[src/hdl/aes128ke_pkg.sv]
// ----------------------------------------------------------------------------
// AES-128 key expansion package
// Shared constants, S-box table, control types and the sequencer states.
// ----------------------------------------------------------------------------
package aes128ke_pkg;

  localparam int KeyWords   = 4;
  localparam int SchedWords = 44;
  localparam int WordW      = 32;
  localparam int IdxW       = 6;

  localparam logic [IdxW-1:0] LastIdx  = IdxW'(SchedWords - 1);
  localparam logic [1:0]      LastLoad = 2'(KeyWords - 1);

  localparam logic [7:0] RconInit = 8'h01;
  localparam logic [7:0] RconPoly = 8'h1B;
  localparam logic [7:0] RconMsb  = 8'h80;

  localparam logic [7:0] SBOX [0:255] = '{
    8'h63, 8'h7c, 8'h77, 8'h7b, 8'hf2, 8'h6b, 8'h6f, 8'hc5,
    8'h30, 8'h01, 8'h67, 8'h2b, 8'hfe, 8'hd7, 8'hab, 8'h76,
    8'hca, 8'h82, 8'hc9, 8'h7d, 8'hfa, 8'h59, 8'h47, 8'hf0,
    8'had, 8'hd4, 8'ha2, 8'haf, 8'h9c, 8'ha4, 8'h72, 8'hc0,
    8'hb7, 8'hfd, 8'h93, 8'h26, 8'h36, 8'h3f, 8'hf7, 8'hcc,
    8'h34, 8'ha5, 8'he5, 8'hf1, 8'h71, 8'hd8, 8'h31, 8'h15,
    8'h04, 8'hc7, 8'h23, 8'hc3, 8'h18, 8'h96, 8'h05, 8'h9a,
    8'h07, 8'h12, 8'h80, 8'he2, 8'heb, 8'h27, 8'hb2, 8'h75,
    8'h09, 8'h83, 8'h2c, 8'h1a, 8'h1b, 8'h6e, 8'h5a, 8'ha0,
    8'h52, 8'h3b, 8'hd6, 8'hb3, 8'h29, 8'he3, 8'h2f, 8'h84,
    8'h53, 8'hd1, 8'h00, 8'hed, 8'h20, 8'hfc, 8'hb1, 8'h5b,
    8'h6a, 8'hcb, 8'hbe, 8'h39, 8'h4a, 8'h4c, 8'h58, 8'hcf,
    8'hd0, 8'hef, 8'haa, 8'hfb, 8'h43, 8'h4d, 8'h33, 8'h85,
    8'h45, 8'hf9, 8'h02, 8'h7f, 8'h50, 8'h3c, 8'h9f, 8'ha8,
    8'h51, 8'ha3, 8'h40, 8'h8f, 8'h92, 8'h9d, 8'h38, 8'hf5,
    8'hbc, 8'hb6, 8'hda, 8'h21, 8'h10, 8'hff, 8'hf3, 8'hd2,
    8'hcd, 8'h0c, 8'h13, 8'hec, 8'h5f, 8'h97, 8'h44, 8'h17,
    8'hc4, 8'ha7, 8'h7e, 8'h3d, 8'h64, 8'h5d, 8'h19, 8'h73,
    8'h60, 8'h81, 8'h4f, 8'hdc, 8'h22, 8'h2a, 8'h90, 8'h88,
    8'h46, 8'hee, 8'hb8, 8'h14, 8'hde, 8'h5e, 8'h0b, 8'hdb,
    8'he0, 8'h32, 8'h3a, 8'h0a, 8'h49, 8'h06, 8'h24, 8'h5c,
    8'hc2, 8'hd3, 8'hac, 8'h62, 8'h91, 8'h95, 8'he4, 8'h79,
    8'he7, 8'hc8, 8'h37, 8'h6d, 8'h8d, 8'hd5, 8'h4e, 8'ha9,
    8'h6c, 8'h56, 8'hf4, 8'hea, 8'h65, 8'h7a, 8'hae, 8'h08,
    8'hba, 8'h78, 8'h25, 8'h2e, 8'h1c, 8'ha6, 8'hb4, 8'hc6,
    8'he8, 8'hdd, 8'h74, 8'h1f, 8'h4b, 8'hbd, 8'h8b, 8'h8a,
    8'h70, 8'h3e, 8'hb5, 8'h66, 8'h48, 8'h03, 8'hf6, 8'h0e,
    8'h61, 8'h35, 8'h57, 8'hb9, 8'h86, 8'hc1, 8'h1d, 8'h9e,
    8'he1, 8'hf8, 8'h98, 8'h11, 8'h69, 8'hd9, 8'h8e, 8'h94,
    8'h9b, 8'h1e, 8'h87, 8'he9, 8'hce, 8'h55, 8'h28, 8'hdf,
    8'h8c, 8'ha1, 8'h89, 8'h0d, 8'hbf, 8'he6, 8'h42, 8'h68,
    8'h41, 8'h99, 8'h2d, 8'h0f, 8'hb0, 8'h54, 8'hbb, 8'h16
  };

  function automatic logic [7:0] sbox(input logic [7:0] a);
    return SBOX[a];
  endfunction

  typedef enum logic [1:0] {
    ST_LOAD,
    ST_PUSH,
    ST_CALC
  } state_t;

  // Control from the sequencer to the datapath.
  typedef struct packed {
    logic            load;
    logic            load_done;
    logic            push;
    logic            calc;
    logic            first_byte;
    logic            last_byte;
    logic            use_g;
    logic [IdxW-1:0] idx;
  } ctl_t;

endpackage

[src/hdl/aes128ke_if.sv]
// ----------------------------------------------------------------------------
// AES-128 key expansion channel interfaces
// Valid/ready channels for key word beats and round-key word beats.
// ----------------------------------------------------------------------------
interface aes128ke_key_if;
  logic        valid;
  logic        ready;
  logic [31:0] key_word;

  modport source (output valid, output key_word, input ready);
  modport sink   (input valid, input key_word, output ready);
endinterface

interface aes128ke_rk_if;
  logic        valid;
  logic        ready;
  logic [31:0] round_key_word;
  logic [5:0]  word_index;
  logic        last_word;

  modport source (output valid, output round_key_word, output word_index,
                  output last_word, input ready);
  modport sink   (input valid, input round_key_word, input word_index,
                  input last_word, output ready);
endinterface

[src/hdl/aes128_key_expansion.sv]
// After the fourth key beat the sequencer enters ST_PUSH; once the output is free it
// registers the first round-key word. Each new word is built in four byte steps and
// each word is handed out by one push, as the byte-serial datapath has one S-box byte lane.
// The next key's beats are taken while word 43 still waits at the output.
// Reset (rst_n low, synchronous) clears the sequencer and output valid only.
// ----------------------------------------------------------------------------
// AES-128 key expansion top level
// Four-word key window with a byte-serial schedule word generator.
// ----------------------------------------------------------------------------
module aes128_key_expansion (
  input  logic                 clk,
  input  logic                 rst_n,
  aes128ke_key_if.sink         in_key,
  aes128ke_rk_if.source        out_rk
);

  aes128ke_pkg::ctl_t ctl;

  logic [aes128ke_pkg::WordW-1:0] win_r [aes128ke_pkg::KeyWords];
  logic [aes128ke_pkg::WordW-1:0] t_r;
  logic [23:0]                    n_r;
  logic [7:0]                     rcon_r;
  logic [aes128ke_pkg::WordW-1:0] out_word_r;
  logic [aes128ke_pkg::IdxW-1:0]  out_idx_r;
  logic                           out_last_r;
  logic [7:0]                     new_byte;
  logic [7:0]                     rcon_nxt;

  aes128ke_ctrl u_ctrl (
    .clk       (clk),
    .rst_n     (rst_n),
    .in_valid  (in_key.valid),
    .in_ready  (in_key.ready),
    .out_ready (out_rk.ready),
    .out_valid (out_rk.valid),
    .ctl       (ctl)
  );

  aes128ke_byte_unit u_byte (
    .back_byte (win_r[0][31:24]),
    .prev_byte (t_r[31:24]),
    .use_g     (ctl.use_g),
    .add_rcon  (ctl.first_byte),
    .rcon      (rcon_r),
    .new_byte  (new_byte)
  );

  always_comb begin
    rcon_nxt = {rcon_r[6:0], 1'b0};
    if ((rcon_r & aes128ke_pkg::RconMsb) != 8'h00) begin
      rcon_nxt = rcon_nxt ^ aes128ke_pkg::RconPoly;
    end
  end

  always_ff @(posedge clk) begin
    if (ctl.load) begin
      // shift key words in from the top of the window
      win_r[0] <= win_r[1];
      win_r[1] <= win_r[2];
      win_r[2] <= win_r[3];
      win_r[3] <= in_key.key_word;
    end
    if (ctl.load_done) begin
      rcon_r <= aes128ke_pkg::RconInit;
    end
    if (ctl.push) begin
      out_word_r <= win_r[0];
      out_idx_r  <= ctl.idx;
      out_last_r <= ctl.idx == aes128ke_pkg::LastIdx;
      t_r        <= ctl.use_g ? {win_r[3][23:0], win_r[3][31:24]} : win_r[3];
    end
    if (ctl.calc) begin
      t_r <= {t_r[23:0], 8'h00};
      n_r <= {n_r[15:0], new_byte};
      if (ctl.last_byte) begin
        // advance the window by one word
        win_r[0] <= win_r[1];
        win_r[1] <= win_r[2];
        win_r[2] <= win_r[3];
        win_r[3] <= {n_r, new_byte};
        if (ctl.use_g) begin
          rcon_r <= rcon_nxt;
        end
      end else begin
        win_r[0] <= {win_r[0][23:0], win_r[0][31:24]};
      end
    end
  end

  assign out_rk.round_key_word = out_word_r;
  assign out_rk.word_index     = out_idx_r;
  assign out_rk.last_word      = out_last_r;

endmodule

[src/hdl/aes128ke_byte_unit.sv]
// ----------------------------------------------------------------------------
// AES-128 key expansion byte unit
// One byte of a new schedule word: old byte XOR plain or substituted byte (plus rcon when asked).
// ----------------------------------------------------------------------------
module aes128ke_byte_unit (
  input  logic [7:0] back_byte,
  input  logic [7:0] prev_byte,
  input  logic       use_g,
  input  logic       add_rcon,
  input  logic [7:0] rcon,
  output logic [7:0] new_byte
);

  logic [7:0] sub_byte;

  always_comb begin
    sub_byte = aes128ke_pkg::sbox(prev_byte);
    if (use_g) begin
      new_byte = back_byte ^ sub_byte ^ (add_rcon ? rcon : 8'h00);
    end else begin
      new_byte = back_byte ^ prev_byte;
    end
  end

endmodule

[src/hdl/aes128ke_ctrl.sv]
// ----------------------------------------------------------------------------
// AES-128 key expansion sequencer
// Counts key beats, schedule words and bytes; owns the output valid flag.
// ----------------------------------------------------------------------------
module aes128ke_ctrl (
  input  logic                   clk,
  input  logic                   rst_n,
  input  logic                   in_valid,
  output logic                   in_ready,
  input  logic                   out_ready,
  output logic                   out_valid,
  output aes128ke_pkg::ctl_t     ctl
);

  aes128ke_pkg::state_t state_r, state_nxt;

  logic [1:0]                    load_cnt_r, load_cnt_nxt;
  logic [aes128ke_pkg::IdxW-1:0] idx_r, idx_nxt;
  logic [1:0]                    byte_cnt_r, byte_cnt_nxt;
  logic                          out_valid_r, out_valid_nxt;
  logic                          out_free;
  logic                          in_fire;

  assign out_free = !out_valid_r || out_ready;
  assign in_fire  = in_valid && in_ready;

  // Next state
  always_comb begin
    state_nxt = state_r;
    unique case (state_r)
      aes128ke_pkg::ST_LOAD: begin
        if (in_valid && load_cnt_r == aes128ke_pkg::LastLoad) begin
          state_nxt = aes128ke_pkg::ST_PUSH;
        end
      end
      aes128ke_pkg::ST_PUSH: begin
        if (out_free) begin
          state_nxt = (idx_r == aes128ke_pkg::LastIdx) ? aes128ke_pkg::ST_LOAD
                                                       : aes128ke_pkg::ST_CALC;
        end
      end
      aes128ke_pkg::ST_CALC: begin
        if (byte_cnt_r == 2'd3) begin
          state_nxt = aes128ke_pkg::ST_PUSH;
        end
      end
      default: state_nxt = aes128ke_pkg::ST_LOAD;
    endcase
  end

  // Outputs
  always_comb begin
    in_ready       = 1'b0;
    ctl.push       = 1'b0;
    ctl.calc       = 1'b0;
    unique case (state_r)
      aes128ke_pkg::ST_LOAD: in_ready = 1'b1;
      aes128ke_pkg::ST_PUSH: ctl.push = out_free;
      aes128ke_pkg::ST_CALC: ctl.calc = 1'b1;
      default: ;
    endcase
    ctl.load       = in_fire;
    ctl.load_done  = in_fire && load_cnt_r == aes128ke_pkg::LastLoad;
    ctl.first_byte = byte_cnt_r == 2'd0;
    ctl.last_byte  = byte_cnt_r == 2'd3;
    ctl.use_g      = idx_r[1:0] == 2'd0;
    ctl.idx        = idx_r;
    out_valid      = out_valid_r;
  end

  // Counters
  always_comb begin
    load_cnt_nxt  = load_cnt_r;
    idx_nxt       = idx_r;
    byte_cnt_nxt  = byte_cnt_r;
    out_valid_nxt = out_valid_r && !out_ready;
    if (in_fire) begin
      load_cnt_nxt = load_cnt_r + 2'd1;
    end
    if (ctl.load_done) begin
      idx_nxt = '0;
    end
    if (ctl.push) begin
      out_valid_nxt = 1'b1;
      byte_cnt_nxt  = '0;
      if (idx_r == aes128ke_pkg::LastIdx) begin
        idx_nxt = '0;
      end
    end
    if (ctl.calc) begin
      byte_cnt_nxt = byte_cnt_r + 2'd1;
      if (ctl.last_byte) begin
        idx_nxt = idx_r + 1'b1;
      end
    end
  end

  always_ff @(posedge clk) begin
    if (!rst_n) begin
      state_r     <= aes128ke_pkg::ST_LOAD;
      load_cnt_r  <= '0;
      idx_r       <= '0;
      byte_cnt_r  <= '0;
      out_valid_r <= 1'b0;
    end else begin
      state_r     <= state_nxt;
      load_cnt_r  <= load_cnt_nxt;
      idx_r       <= idx_nxt;
      byte_cnt_r  <= byte_cnt_nxt;
      out_valid_r <= out_valid_nxt;
    end
  end

endmodule

[src/flat_wrapper.sv]
// flat-port wrapper written by rule: the top's interface ports become plain ports
module aes128_key_expansion_flat 
  (clk, rst_n, in_key_valid, in_key_key_word, in_key_ready, out_rk_valid, out_rk_round_key_word, out_rk_word_index, out_rk_last_word, out_rk_ready);
  aes128ke_key_if in_key_i ();
  aes128ke_rk_if out_rk_i ();
  input  logic clk;
  input  logic rst_n;
  input wire logic [$bits(in_key_i.valid)-1:0] in_key_valid;
  input wire logic [$bits(in_key_i.key_word)-1:0] in_key_key_word;
  output wire logic [$bits(in_key_i.ready)-1:0] in_key_ready;
  output wire logic [$bits(out_rk_i.valid)-1:0] out_rk_valid;
  output wire logic [$bits(out_rk_i.round_key_word)-1:0] out_rk_round_key_word;
  output wire logic [$bits(out_rk_i.word_index)-1:0] out_rk_word_index;
  output wire logic [$bits(out_rk_i.last_word)-1:0] out_rk_last_word;
  input wire logic [$bits(out_rk_i.ready)-1:0] out_rk_ready;
  assign in_key_i.valid = in_key_valid;
  assign in_key_i.key_word = in_key_key_word;
  assign in_key_ready = in_key_i.ready;
  assign out_rk_valid = out_rk_i.valid;
  assign out_rk_round_key_word = out_rk_i.round_key_word;
  assign out_rk_word_index = out_rk_i.word_index;
  assign out_rk_last_word = out_rk_i.last_word;
  assign out_rk_i.ready = out_rk_ready;
  aes128_key_expansion u_core (.clk(clk), .rst_n(rst_n), .in_key(in_key_i), .out_rk(out_rk_i));
endmodule
[config.mk]
export PLATFORM = sky130hd
export DESIGN_NAME = aes128_key_expansion_flat
export DESIGN_NICKNAME = d
export VERILOG_FILES = /design/src/hdl/aes128ke_pkg.sv /design/src/hdl/aes128ke_if.sv /design/src/hdl/aes128_key_expansion.sv /design/src/hdl/aes128ke_byte_unit.sv /design/src/hdl/aes128ke_ctrl.sv /design/src/flat_wrapper.sv
export SDC_FILE = /design/constraint.sdc
export NUM_CORES = 1
export LEC_CHECK = 0
export ABC_AREA = 1
export BUFFER_PORTS_ARGS = -buffer_cell sky130_fd_sc_hd__buf_2
export CORE_ASPECT_RATIO = 0.9
export CORE_MARGIN = 3
export CORE_UTILIZATION = 51
export DETAILED_ROUTE_END_ITERATION = 10
export PLACE_DENSITY = 0.71
export SLEW_MARGIN = 25
export SYNTH_ARGS = -nofsm -noshare
export SYNTH_HDL_FRONTEND = slang
export SYNTH_HIERARCHICAL = 1
export SYNTH_SLANG_ARGS = --single-unit
[constraint.sdc]
create_clock -name clk -period 4.2 [get_ports clk]
set_input_delay 0.21 -clock clk [delete_from_list [all_inputs] [get_ports clk]]
set_output_delay 0.21 -clock clk [all_outputs]
set_load 0.05 [all_outputs]
Word-level counts from Yosys, hierarchy flattened:

Memory sizes are Yosys's and may differ from the RTL's.
Index checks and enable logic that the tools add are counted.

* register bits: 116
* RAM bits: 128
* word-level logic and storage cells: 89
* output and inout bits: 41
* ROM bits: 2048
* bits of input ports: 36
* memories: 2

Memories
* (no name shown): depth 256, width 8, rd ports 1, clocked after memory_dff 0, wr ports 0, RTL line aes128ke_pkg.sv:55 `return SBOX[a];`
* u_core.win_r: depth 4, width 32, rd ports 4, clocked after memory_dff 0, wr ports 4, RTL line aes128_key_expansion.sv:19 `logic [aes128ke_pkg::WordW-1:0] win_r [aes128ke_pkg::KeyWords];`

* mux-type cells: 41
* magnitude comparators: 1
* bitwise logic cells: 10
* reductions and logical operators: 12
* $add $sub $neg: 3
* equality and inequality tests: 8

Operators by type and width (count)
* 32-bit two-way mux: 8
* 8-bit two-way mux: 8
* 6-bit two-way mux: 5
* 8-bit bitwise XOR: 3
* 1-bit two-way mux: 12
* 2-bit two-way mux: 6
* 9-bit greater-or-equal comparator (second input constant): 1
* 8-bit inverter with 9-bit output: 1
* 6-bit by 1-bit adder with 6-bit output (second input constant): 1
* 2-bit == test (second input constant): 3
* 6-bit == test (second input constant): 1
* 2-bit zero test: 3
* 2-bit case mux with 3 select lines: 1
* 5-bit two-way mux: 1
* 1-bit bitwise OR: 5
* 2-bit by 1-bit adder with 2-bit output (second input constant): 2
* 1-bit logical AND: 4
* 2-bit != test (second input constant): 2
* 4-bit inverter: 1
* 3-bit AND reduction: 1
* 2-bit by 1-bit == test with 1-bit output (second input constant): 1
* 1-bit zero test: 2
* 2-bit by 1-bit != test with 1-bit output (second input constant): 1
* 2-bit nonzero test: 1
* 1-bit logical OR: 1

Depth between registers and ports, before layout:

* word-level depth: 9
* mapped depth: 20

Modules after synthesis:

Netlist, hierarchy kept.

By module, submodules not included
* aes128_key_expansion: times used 1, seq. area each 6776.5 um^2, area each 8723.4 um^2, cells an instance 696
* aes128ke_byte_unit: times used 1, seq. area each 0.0 um^2, area each 3469.6 um^2, cells an instance 705
* aes128ke_ctrl: times used 1, seq. area each 260.2 um^2, area each 708.2 um^2, cells an instance 99

Worst setup path after synthesis:

Ideal clock, no wire load.

* path kind: reg-to-reg
* start: reg u_core.u_ctrl.state_r[1]
* end: mem u_core/win_r[0][32] in the netlist's numbering, enable pin
* path buffers: 2
* path slack: 0.177 ns
* arrival time: 3.565 ns
* cell stages (with the launch flop): 7
* cells stage by stage: dfxtp_1 inv_2 nor2_4 buf_2 nand2_1 buf_2 nand2_1

RTL lines
* start, declared: RTL line aes128ke_ctrl.sv:15 `aes128ke_pkg::state_t state_r, state_nxt;`
* start signal, assigned: RTL line aes128ke_ctrl.sv:100 `state_r <= aes128ke_pkg::ST_LOAD;`
* start signal, assigned: RTL line aes128ke_ctrl.sv:106 `state_r <= state_nxt;`
* end, declared: RTL line aes128_key_expansion.sv:19

==> qor.log <==
INFO  status         run_status=finished clean
INFO  worst_setup_path reg2reg_setup_slack=0.95ns
INFO  synth          ys.warnings.count=6
INFO  synth          synth_top_area_cell=edfxtp_1
INFO  hold_path      min_path_cells=3
INFO  routing        remaining_drc_errors=0
INFO  worst_setup_path ff2ff_path_depth=15
INFO  timing         timing.final.max_slew_violations=0
INFO  floorplan      floorplan.io_pins=77
INFO  timing         max_slew.worst_pin.slew=1.034ns
INFO  routing        dr_total_vias=11,160
INFO  synth          fraction_of_the_yosys_area_taken_by_sequential_cells=0.5454
INFO  worst_setup_path end_kind=flip-flop
INFO  timing         timing.slew.headroom=0.3097
INFO  clock_network  tritoncts=yes
INFO  worst_setup_path crit_path_start_kind=flip-flop
INFO  clock_network  clockBufferDepth=3
INFO  worst_setup_path cp_slowest_stage_delay=0.66ns
INFO  timing         achievable_freq=0.3077GHz
INFO  cells_and_area antenna_cells=0
INFO  clock_network  numCtsBuffers=25
INFO  power          total_power=6004uW
INFO  synth          syn_avg_cell_area=8.601um^2
INFO  clock_network  htreeDepth=1
INFO  global_routing grt_pass1_vias=10,100
INFO  floorplan      chipHeight=156.9um
INFO  floorplan      initial_core_util=0.5260
INFO  timing         totalNegativeSetupSlack=0ns
INFO  power          cellPowerDensity=414.7nW/um^2
INFO  clock_network  postCtsHoldBufs=29
INFO  clock_network  ctsResizeCount=0
INFO  global_routing grt_pass1_wl=59,640um
INFO  global_routing gr-total-overflow=0
INFO  timing         period_needed=3.250ns
INFO  synth          post-synth-top-count-cell=nand2_1
INFO  synth          yosys-top-cells-count=473 x nand2_1, 389 x nand3_1, 215 x edfxtp_1
INFO  worst_setup_path crit_reg_reg_endpoint=u_core/win_r[1][32]
INFO  job            max-cap-violations=0
INFO  synth          synth.area.top_cells=edfxtp_1 50%, nand3_1 15%, nand2_1 14%
INFO  timing         post-route-worst-setup-slack=0.9498ns
INFO  worst_setup_path slowest_stage=edfxtp_1
INFO  clock_network  cts_setup_buffers=0
INFO  synth          synth_top_area_share=0.5004
INFO  worst_setup_path worst_path_most_repeated_cell=nand3_1
INFO  floorplan      core_area=24,530um^2
INFO  worst_setup_path r2r_start=u_core/t_r[24]
INFO  timing         rsz0062_at_grt=false
INFO  routing        drt-wirelength-per-cell=20.62um
INFO  clock_network  insertion_delay=0.51ns
INFO  worst_setup_path path_buf_inv=2
INFO  global_routing grt_antenna_before_repair=0
INFO  synth          syn_nets=1,556
INFO  floorplan      row_count=54
INFO  hold_path      worst_hold_path_type=primary input to flip-flop
INFO  place          place_worst_setup_slack=1.036ns
INFO  routing        wl=39,690um
INFO  routing        first_pass_iters=6
INFO  synth          post_synth_instance_area=12,900um^2
INFO  synth          synthDistinctLibCells=35
INFO  worst_setup_path arrival_time_at_the_worst_endpoint=3.52ns
INFO  timing         post-route-period-util=0.7739
INFO  worst_setup_path timing.critical_path.required=4.47ns
INFO  synth          ys.flop_type=edfxtp_1
INFO  synth          edff_count_synth=215
INFO  timing         skew=0.01515ns
INFO  hold_path      hold_start=in_key_key_word[25]
INFO  hold_path      timing.hold.worst_endpoint=u_core/win_r[1][57]
INFO  clock_network  ctsRootBufferMaster=clkbuf_16
INFO  routing        antenna_violating_nets_post_route=0
INFO  routing        drt_iter0_markers=1,721
INFO  synth          asyncSetResetFlopFracSynth=0
INFO  clock_network  cts.clk_slew.worst_paths=0.06ns
INFO  worst_setup_path critical_path_peak_fanout=13
INFO  place          port_buffers=76
INFO  power          ir_drop=0.3780mV
INFO  worst_setup_path crit_chain=inv_2 > ha_1 > inv_1 > nand2_4 > nand3_1 > nand3_1 > nand3_1 > nand3_1 > nand3_1 > nand2_1 > nand2_1 > nand3_1 > nand2_1 > nand3_1 > nand2_1
INFO  worst_setup_path critical_path_class=flip-flop to flip-flop
INFO  synth          synth.ff_latch_count=244
INFO  floorplan      die-area=27,240um^2
INFO  cells_and_area design.final.nets=1,629
INFO  global_routing grt_start_max_net_pins=67
INFO  timing         final_hold_viol_count=0
INFO  routing        detail_route.vias_per_cell=5.797
INFO  cells_and_area area_growth_syn_to_layout=12.24%
INFO  timing         report.final.setup_viol=0
INFO  global_routing globalRouteTotalUtil=0.2841
INFO  timing         hold-worst-slack=0.01927ns
INFO  worst_setup_path critical-path-top-delay-family=simple AND/OR/NAND/NOR gates
INFO  clock_network  tritoncts_num_sinks=244
INFO  cells_and_area drive_gt1_frac=0.1215
INFO  place          finalWeightedCongestion=1.046
INFO  place          post-dp-hpwl=27,180um
INFO  floorplan      fp.dieW=173.7um
INFO  power          p_leak=0.006283uW
INFO  synth          netlist_instances=1,500
==> where the power goes <==
part           total [uW]  switching (uW)  internal (uW)
clock                1990             862           1130
combinational         960             670            290
sequential           3050             150           2900
==> sequential cells by signal, summed over array words and instances (netlist names) <==
register,flops
u_core/win_r,128
u_core/out_rk.round_key_word,32
u_core/t_r,32
u_core/n_r,24
u_core/rcon_r,8
u_core/out_rk.word_index,6
u_core/u_ctrl/idx_r,6
u_core/u_ctrl/byte_cnt_r,2
u_core/u_ctrl/load_cnt_r,2
u_core/u_ctrl/state_r,2
u_core/out_rk.last_word,1
u_core/u_ctrl/out_valid,1
==> stage by stage <==
step / util / cell area, um^2 / cells
after floorplan: - / 12900 / 1500
after global placement: 0.5489 / 13460 / 1853
after detailed placement: 0.5489 / 13460 / 1853
after CTS: 0.5904 / 14480 / 1925
after global routing: 0.5904 / 14480 / 1925
final: 0.5904 / 14480 / 1925
==> cell families after synthesis <==
kind of cell | Yosys count | synth area share
buf+inv | 201 | 0.07109
flops | 244 | 0.5454
compound gates | 74 | 0.03094
fa+ha+maj | 20 | 0.01940
xor+xnor | 11 | 0.007468
simple gates | 950 | 0.3257
==> worst register-to-register path, stage by stage, from the launching register on <==
cell      delay (ns)
edfxtp_1        0.66
inv_2           0.21
ha_1            0.59
inv_1           0.19
nand2_4         0.17
nand3_1         0.14
nand3_1         0.18
nand3_1         0.09
nand3_1         0.10
nand3_1         0.10
nand2_1         0.10
nand2_1         0.05
nand3_1         0.06
nand2_1         0.17
nand3_1         0.14
nand2_1         0.06
==> layer usage <==
metal	up-vias	routed length (um)	global-route usage
met4	0	1188	0.09188
met1	5138	17290	0.4323
met3	102	5052	0.06356
li1	5197	-	-
met2	723	16160	0.4037
met5	-	0	0
==> cell type report <==
class / instances / area (um^2)
Fill cell: 2167 / 10050
Timing Repair Buffer: 133 / 905.9
Tap cell: 336 / 420.4
Inverter: 114 / 434.2
Multi-Input combinational cell: 1055 / 4955
Clock buffer: 34 / 679.4
Clock inverter: 9 / 48.80
Sequential cell: 244 / 7037
==> layout by cell type (no fill, tap or decap), drive strengths merged <==
| cell type | synthesis | layout |
|---|---|---|
| nand2 | 497 | 497 |
| nand3 | 390 | 390 |
| edfxtp | 215 | 215 |
| inv | 109 | 110 |
| buf | 68 | 104 |
| nor2 | 56 | 56 |
| o21ai | 38 | 38 |
| clkbuf | 19 | 34 |
| a21oi | 32 | 32 |
| dlygate4sd3 | 0 | 29 |
| dfxtp | 29 | 29 |
| ha | 20 | 20 |
| clkinv | 5 | 12 |
| xor2 | 10 | 10 |
| nand4 | 5 | 5 |
| o211ai | 3 | 3 |
| or2 | 2 | 2 |
| clkinvlp | 0 | 1 |
| xnor2 | 1 | 1 |
| o21bai | 1 | 1 |
==> how the worst max path moves through the flow <==
stage	start	slack, ns	cells past startpoint	to
after global routing	u_core/t_r[24]	0.73	17	u_core/win_r[1][35]
final	u_core/t_r[24]	0.95	15	u_core/win_r[1][32]
after floorplan	u_core/u_ctrl/state_r[1]	0.18	6	u_core/win_r[0][32]
after CTS	u_core/t_r[24]	1.02	17	u_core/win_r[1][35]
after global placement	u_core/t_r[24]	1.06	15	u_core/win_r[1][33]
after detailed placement	u_core/t_r[24]	1.04	17	u_core/win_r[1][35]
No activity file was read; power rests on OpenSTA's default activity.
